<file path="src/design/ust_pkg.sv">
// Shared types and codes for the unordered set table.
package ust_pkg;

  localparam int POS_W    = 7;
  localparam int STATUS_W = 2;
  localparam int OP_W     = 2;

  typedef enum logic [OP_W-1:0] {
    OP_INSERT   = 2'd0,
    OP_REMOVE   = 2'd1,
    OP_CONTAINS = 2'd2,
    OP_FIND     = 2'd3
  } op_t;

  typedef enum logic [STATUS_W-1:0] {
    ST_OK        = 2'd0,
    ST_FULL      = 2'd1,
    ST_NOT_FOUND = 2'd2
  } status_t;

  typedef enum logic [1:0] {
    S_IDLE,
    S_SCAN,
    S_MOVE,
    S_DONE
  } state_t;

endpackage

</file>
<file path="src/design/unordered_set_table_unit.sv">
// A miss scans every stored entry and a hit stops at its slot; the result then passes the done
// state into the output register. A remove that hits adds a move state before done.
// One item at a time: a new item is taken only once the previous one has left the done state.
// The next item is taken while the previous result waits in the output register.
// Reset clears the count, the control state and the output valid; entries are not cleared.
// Top level of the unordered set table: entry memory, scan sequencer and output register.
module unordered_set_table_unit
  import ust_pkg::*;
#(
  parameter int CAPACITY    = 64,
  parameter int VALUE_WIDTH = 32,
  localparam int InW        = ((VALUE_WIDTH + 7) / 8) * 8
) (
  input  logic           clk,
  input  logic           rst,
  input  logic           s_tvalid,
  output logic           s_tready,
  input  logic [InW-1:0] s_tdata,   // value (VALUE_WIDTH bits), zero padded
  input  logic [1:0]     s_tuser,   // op
  output logic           m_tvalid,
  input  logic           m_tready,
  output logic [15:0]    m_tdata,   // position [6:0], count [13:7], zero padded
  output logic [2:0]     m_tuser    // found [0], status [2:1]
);

  localparam int AW = (CAPACITY > 1) ? $clog2(CAPACITY) : 1;
  localparam int CW = $clog2(CAPACITY + 1);

  state_t state, state_next;

  logic [VALUE_WIDTH-1:0] mem [CAPACITY];
  logic [VALUE_WIDTH-1:0] mem_q;

  op_t                    op_q;
  logic [VALUE_WIDTH-1:0] val;
  logic [CW-1:0]          count;
  logic [CW-1:0]          idx;
  logic [AW-1:0]          rd_idx;
  logic                   rd_vld;
  logic                   found;
  logic [CW-1:0]          slot;
  status_t                status;

  logic                   hit_now, miss_now, resolved;
  logic                   rd_en, mem_re, mem_we;
  logic [AW-1:0]          mem_ra, mem_wa;
  logic [VALUE_WIDTH-1:0] mem_wd;
  logic                   cnt_inc, cnt_dec;
  status_t                status_nx;
  logic                   out_free;

  // The read data of the slot issued in the previous cycle is compared here.
  assign hit_now  = rd_vld && (mem_q == val);
  assign miss_now = !rd_vld && (idx == count);
  assign resolved = hit_now || miss_now;
  assign out_free = !m_tvalid || m_tready;

  always_comb begin
    state_next = state;
    unique case (state)
      S_IDLE: begin
        if (s_tvalid) state_next = S_SCAN;
      end
      S_SCAN: begin
        if (resolved) begin
          state_next = (op_q == OP_REMOVE && hit_now) ? S_MOVE : S_DONE;
        end
      end
      S_MOVE: state_next = S_DONE;
      S_DONE: begin
        if (out_free) state_next = S_IDLE;
      end
      default: state_next = S_IDLE;
    endcase
  end

  always_comb begin
    s_tready  = 1'b0;
    rd_en     = 1'b0;
    mem_re    = 1'b0;
    mem_ra    = idx[AW-1:0];
    mem_we    = 1'b0;
    mem_wa    = count[AW-1:0];
    mem_wd    = val;
    cnt_inc   = 1'b0;
    cnt_dec   = 1'b0;
    status_nx = ST_OK;
    unique case (state)
      S_IDLE: s_tready = 1'b1;
      S_SCAN: begin
        rd_en  = !resolved && (idx < count);
        mem_re = rd_en;
        if (resolved) begin
          unique case (op_q)
            OP_INSERT: begin
              if (!hit_now) begin
                if (count < CW'(CAPACITY)) begin
                  mem_we  = 1'b1;
                  cnt_inc = 1'b1;
                end else begin
                  status_nx = ST_FULL;
                end
              end
            end
            OP_REMOVE: begin
              if (hit_now) begin
                // Fetch the last used entry; it fills the hole next cycle.
                mem_re = 1'b1;
                mem_ra = AW'(count - CW'(1));
              end else begin
                status_nx = ST_NOT_FOUND;
              end
            end
            default: status_nx = ST_OK;
          endcase
        end
      end
      S_MOVE: begin
        mem_we  = 1'b1;
        mem_wa  = slot[AW-1:0];
        mem_wd  = mem_q;
        cnt_dec = 1'b1;
      end
      S_DONE: s_tready = 1'b0;
      default: s_tready = 1'b0;
    endcase
  end

  always_ff @(posedge clk) begin
    if (mem_we) mem[mem_wa] <= mem_wd;
    if (mem_re) mem_q <= mem[mem_ra];
  end

  always_ff @(posedge clk) begin
    if (rst) begin
      state    <= S_IDLE;
      count    <= '0;
      rd_vld   <= 1'b0;
      m_tvalid <= 1'b0;
    end else begin
      state <= state_next;
      if (cnt_inc) count <= count + CW'(1);
      if (cnt_dec) count <= count - CW'(1);
      if (state == S_IDLE) begin
        rd_vld <= 1'b0;
      end else if (state == S_SCAN) begin
        rd_vld <= rd_en;
      end
      if (state == S_DONE && out_free) begin
        m_tvalid <= 1'b1;
      end else if (m_tready) begin
        m_tvalid <= 1'b0;
      end
    end
  end

  always_ff @(posedge clk) begin
    if (state == S_IDLE && s_tvalid) begin
      op_q <= op_t'(s_tuser);
      val  <= s_tdata[VALUE_WIDTH-1:0];
      idx  <= '0;
    end
    if (state == S_SCAN) begin
      rd_idx <= idx[AW-1:0];
      if (rd_en) idx <= idx + CW'(1);
      if (resolved) begin
        found  <= hit_now;
        slot   <= hit_now ? CW'(rd_idx) : count;
        status <= status_nx;
      end
    end
    if (state == S_DONE && out_free) begin
      m_tdata <= {2'b00, POS_W'(count), POS_W'(slot)};
      m_tuser <= {status, found};
    end
  end

  a_count_bound: assert property (@(posedge clk) disable iff (rst)
    count <= CW'(CAPACITY))
    else $error("stored count exceeds capacity");

  a_write_state: assert property (@(posedge clk) disable iff (rst)
    mem_we |-> (state == S_SCAN || state == S_MOVE))
    else $error("entry write outside scan or move");

  a_result_from_done: assert property (@(posedge clk) disable iff (rst)
    $rose(m_tvalid) |-> $past(state) == S_DONE)
    else $error("result raised outside done state");

  a_count_change: assert property (@(posedge clk) disable iff (rst)
    ($past(!rst) && count != $past(count)) |->
      ($past(state) == S_SCAN || $past(state) == S_MOVE))
    else $error("count changed outside an update");

endmodule

</file>
<file path="config.mk">
export PLATFORM = sky130hd
export DESIGN_NAME = unordered_set_table_unit
export DESIGN_NICKNAME = d
export VERILOG_FILES = /design/src/design/ust_pkg.sv /design/src/design/unordered_set_table_unit.sv
export SDC_FILE = /design/constraint.sdc
export NUM_CORES = 2
export LEC_CHECK = 0
export CORE_MARGIN = 2
export CORE_UTILIZATION = 45
export CTS_CLUSTER_DIAMETER = 50
export DETAILED_ROUTE_END_ITERATION = 8
export DONT_BUFFER_PORTS = 1
export GPL_TIMING_DRIVEN = 0
export HOLD_SLACK_MARGIN = 0.05
export PLACE_DENSITY = 0.61
export SLEW_MARGIN = 30
export SYNTH_ARGS = -nofsm -noshare
export SYNTH_HDL_FRONTEND = slang
export SYNTH_SLANG_ARGS = --single-unit
</file>
<file path="constraint.sdc">
create_clock -name clk -period 4.72 [get_ports clk]
set_input_delay 0.944 -clock clk [delete_from_list [all_inputs] [get_ports clk]]
set_output_delay 0.944 -clock clk [all_outputs]
set_load 0.05 [all_outputs]
</file>
==> summary.md <==
Yosys mapped a number of flops with a built-in enable equal to 2,147. After synthesis the cells add up to 0.0837 sq mm. The die covers 0.189 sq mm.

Kind of critical path: flop to flop. The post-synthesis sequential element count is 2,165, and the count of unique library cells instantiated by Yosys is 61. In this run the static leakage power is 0.0365 uW. The floorplan step set the die width to 435 um.

The total number of yosys warnings is 0. In the post-synthesis netlist, the biggest area contributors are sky130_fd_sc_hd__edfxtp_1 77%, sky130_fd_sc_hd__mux2i_1 6.5%, sky130_fd_sc_hd__nand2_1 4.0%, sky130_fd_sc_hd__o22ai_1 1.7%, sky130_fd_sc_hd__a31oi_1 1.3%. The max-slew violation count came out at 0. Once placement finished, the instance area stood at 0.0920 sq mm.

In the global route stage, overall resource usage came out at 29.7%. The initial DRC count came out at 9,351. The total power per unit cell area is 493 mW/mm^2. The worst-path cell with the longest stage delay is sky130_fd_sc_hd__or4_4. Timing would allow up to 181 MHz.

Across the run, the number of max-cap violations was 0. In the routed design, unresolved DRC markers number 0. For this run, the detailed router's first-pass iteration total came to 8.

The filler cells instantiated in the layout total 14,100. After clock tree synthesis, the clock-pin slew on the worst setup and hold paths is 60 ps. The critical-path maximum fanout was 8. The fraction of registers with async set/reset was 0%.

The number of global-route vias before repair came out at 48,600. The biggest area contributor in the post-synthesis netlist is sky130_fd_sc_hd__edfxtp_1. The worst-case vdd ir drop is 371 uV, and the number of nets in the layout is 5,775.

The congestion estimate from routability-driven global placement came to 0.891. Among cell families on the critical path, the largest total delay comes from simple AND/OR/NAND/NOR gates. For the cell area after layout, the log shows 0.103 sq mm.

Maximum clock skew at final layout: 81.7 ps. The tools report the sort of element at the start of the critical path as a flop. Counting I/O delays and the setup requirement, the final critical path takes 5510 ps.

Number of buffers created by CTS: 215. In the layout the commonest cells are 2,147 x sky130_fd_sc_hd__edfxtp_1, 876 x sky130_fd_sc_hd__nand2_1, 515 x sky130_fd_sc_hd__mux2i_1, 217 x sky130_fd_sc_hd__o22ai_1, 216 x sky130_fd_sc_hd__clkbuf_16. The sink count of the clock tree came out at 2,165. Once layout is complete, the utilization of the core stands at 55.7%. The data arrival time of the worst path is 5970 ps. The average routed wire per standard cell is 34.4 um, and the starting utilization of the core area is 45.2%.

Clock root buffer: sky130_fd_sc_hd__clkbuf_16. The first-pass GRT wire length is 391,000 um, and the number of instances in the synthesized netlist is 5,148. The min-delay analysis places its worst path in the category input pin to flop. In this design, the stage delay of the slowest critical-path cell is 660 ps. Power comes to 50,800 uW.

At the later pin of the worst-skew pair, clock insertion delay measures 910 ps. After routing, the total negative slack on setup checks comes to -15,020 ps. For the area used by sequential logic in the layout, the log shows 0.0648 sq mm. The worst register-to-register path has a setup slack of -790 ps.

Measured against its own limit, the worst slew margin works out to 35.7%. The worst setup path is captured at a flop. The flow ran to the end, but the final reports show violations. 59 I/O pins were placed. Cells with a size suffix above 1 make up 20.7% of the layout. The number of hold violations in the final report came out at 0.

Setup repair after global routing could not meet its margin everywhere. The H-tree was split into 4 levels. In the synthesized netlist the dominant register cell turns out to be sky130_fd_sc_hd__edfxtp_1. Leaving out fill and tap cells, the most frequent cell in the layout is sky130_fd_sc_hd__edfxtp_1. For this run the aggregate overflow at the end of global routing stands at 0.

Summing over every cut layer, the via total after detailed routing is 52,700. For the worst setup slack after layout, the log shows -792 ps. The tools report the core footprint as 0.185 sq mm. The detail route stage leaves a number of antenna-violating nets equal to 0. The post-route fraction of the period consumed by the critical path is 117%, and the post-synthesis to final-layout area growth is 23.1%. Buffer levels on the longest clock path: 3.

In this run the mean area of a mapped cell was 16.3 sq um. Detailed placement finished with a half-perimeter wire length of 193,000 um. The final reports fail on setup timing. Summed over its instances, the top area cell type makes up 77.0% of the synthesized netlist area. The run gives 77.4% as the part of the Yosys area used for sequential elements.

The port buffer count works out to 0. In this run the vertical extent of the chip is 435 um. The number of buffers and inverters on the critical path was 5. TritonCTS built the clock tree.

The actual slew at the worst max-slew pin came out at 937 ps. The critical path required time was 5180 ps. The logs give 289,000 um for the total wire length after detailed routing and 158 for the number of standard-cell rows in the floorplan. The tools report the maximum number of pins on one net before global-route repair as 65. The critical path goes through xnor2_2, nand4_1, or4_4, or4_4, mux2i_4, buf_6, buf_6, buf_6, buf_12, buf_16, mux2i_1, o22ai_1, or4_4, nor4_4, nand4_1.

Setup violations remaining at the end of the flow were counted as 32. The number of vias per cell after detailed routing works out to 6.29. In the final layout, the multi-input gates occupy 0.0195 sq mm. The tightest hold path in the finished design has a slack of 137 ps.

Initial antenna violation count: 16.
-- Yosys cell counts (18+ instances only) --
library cell,count
sky130_fd_sc_hd__a21oi_1,26
sky130_fd_sc_hd__a22oi_1,20
sky130_fd_sc_hd__a31oi_1,179
sky130_fd_sc_hd__a32o_1,25
sky130_fd_sc_hd__a32oi_1,66
sky130_fd_sc_hd__and3_1,35
sky130_fd_sc_hd__buf_2,89
sky130_fd_sc_hd__buf_4,41
sky130_fd_sc_hd__clkbuf_1,126
sky130_fd_sc_hd__dfxtp_1,18
sky130_fd_sc_hd__edfxtp_1,2147
sky130_fd_sc_hd__inv_1,21
sky130_fd_sc_hd__mux2_2,34
sky130_fd_sc_hd__mux2i_1,545
sky130_fd_sc_hd__mux4_2,32
sky130_fd_sc_hd__nand2_1,892
sky130_fd_sc_hd__nand3_1,176
sky130_fd_sc_hd__nand4_1,71
sky130_fd_sc_hd__nor2_1,106
sky130_fd_sc_hd__nor4_1,40
sky130_fd_sc_hd__o21ai_0,25
sky130_fd_sc_hd__o22ai_1,228
sky130_fd_sc_hd__or4_1,32
sky130_fd_sc_hd__xor2_1,23
-- metal layers --
layer / vias to the layer above / wire length, um / global-route usage (%)
li1: 21300 / - / -
met1: 26700 / 107000 / 41.3
met2: 4012 / 126000 / 43.5
met3: 687 / 40100 / 7.73
met4: 6 / 16000 / 14.4
met5: - / 38 / 0
-- registers in the layout, indices dropped and copies added, names as in the netlist, 6 cells and up --
signal / flops
mem: 2048
mem_q: 32
slot: 7
m_tdata: 14
val: 32
rd_idx: 6
count: 7
idx: 7
-- cell type report --
type	instances	area share (%)
buffer	281	2.37
sequential	2165	62.9
tap	2480	3.01
multi-input combinational	2678	19.0
timing repair buffer	361	6.07
antenna	5	0.0121
clock inverter	123	1.18
inverter	21	0.0765
clock buffer	268	5.41
-- worst paths after layout --
| kind | startpoint | endpoint | cells past startpoint |
|---|---|---|---|
| min | s_tdata[30] | val[30]$_DFFE_PP_ | 0 |
| max | val[4]$_DFFE_PP_ | mem_q[3]$_DFFE_PP_ | 15 |
| max reg2reg | val[4]$_DFFE_PP_ | mem_q[3]$_DFFE_PP_ | 15 |
| min reg2reg | status[0]$_DFFE_PP_ | m_tuser[1]$_DFFE_PP_ | 0 |
-- cell families (layout without fill, tap and decap cells) --
logic type      Yosys count  count (layout)  share of synthesized area [%]
simple gates           1394            1394                           7.27
other cells               1               7                        0.00448
xor+xnor                 38              38                          0.398
flops                  2165            2165                           77.4
fa+ha+maj                14              14                          0.209
compound gates          615             615                           4.98
mux                     615             615                           7.90
buf+inv                 306            1054                           1.80
-- where the power goes --
group | total [uW] | switching (uW) | internal [uW]
Combinational | 10000 | 7040 | 2990
Sequential | 24200 | 367 | 23800
Clock | 16600 | 7560 | 9010
-- per-stage QoR --
stage | cells | worst slack, ps
after floorplan | 5149 | 246
after global placement | 7629 | -6090
after detailed placement | 7802 | -2060
after CTS | 8271 | -539
after global routing | 8381 | -779
final | 8382 | -792
-- worst reg2reg max path, cell delays in order (launching register included) --
cell and delay [ps]:
sky130_fd_sc_hd__edfxtp_1 500, sky130_fd_sc_hd__xnor2_2 290, sky130_fd_sc_hd__nand4_1 400, sky130_fd_sc_hd__or4_4 580, sky130_fd_sc_hd__or4_4 530, sky130_fd_sc_hd__mux2i_4 340, sky130_fd_sc_hd__buf_6 150, sky130_fd_sc_hd__buf_6 80
sky130_fd_sc_hd__buf_6 90, sky130_fd_sc_hd__buf_12 110, sky130_fd_sc_hd__buf_16 130, sky130_fd_sc_hd__mux2i_1 190, sky130_fd_sc_hd__o22ai_1 110, sky130_fd_sc_hd__or4_4 660, sky130_fd_sc_hd__nor4_4 450, sky130_fd_sc_hd__nand4_1 470
-- timing repair --
action | in CTS | in global routing
setup endpoints to repair | 43 | 722
gates cloned | 3 | 1
gates resized for setup | 548 | 118
buffers inserted | 75 | 116
pin swaps | 94 | 102
hold buffers | 0 | 0
No activity file was read; power rests on OpenSTA's default activity.
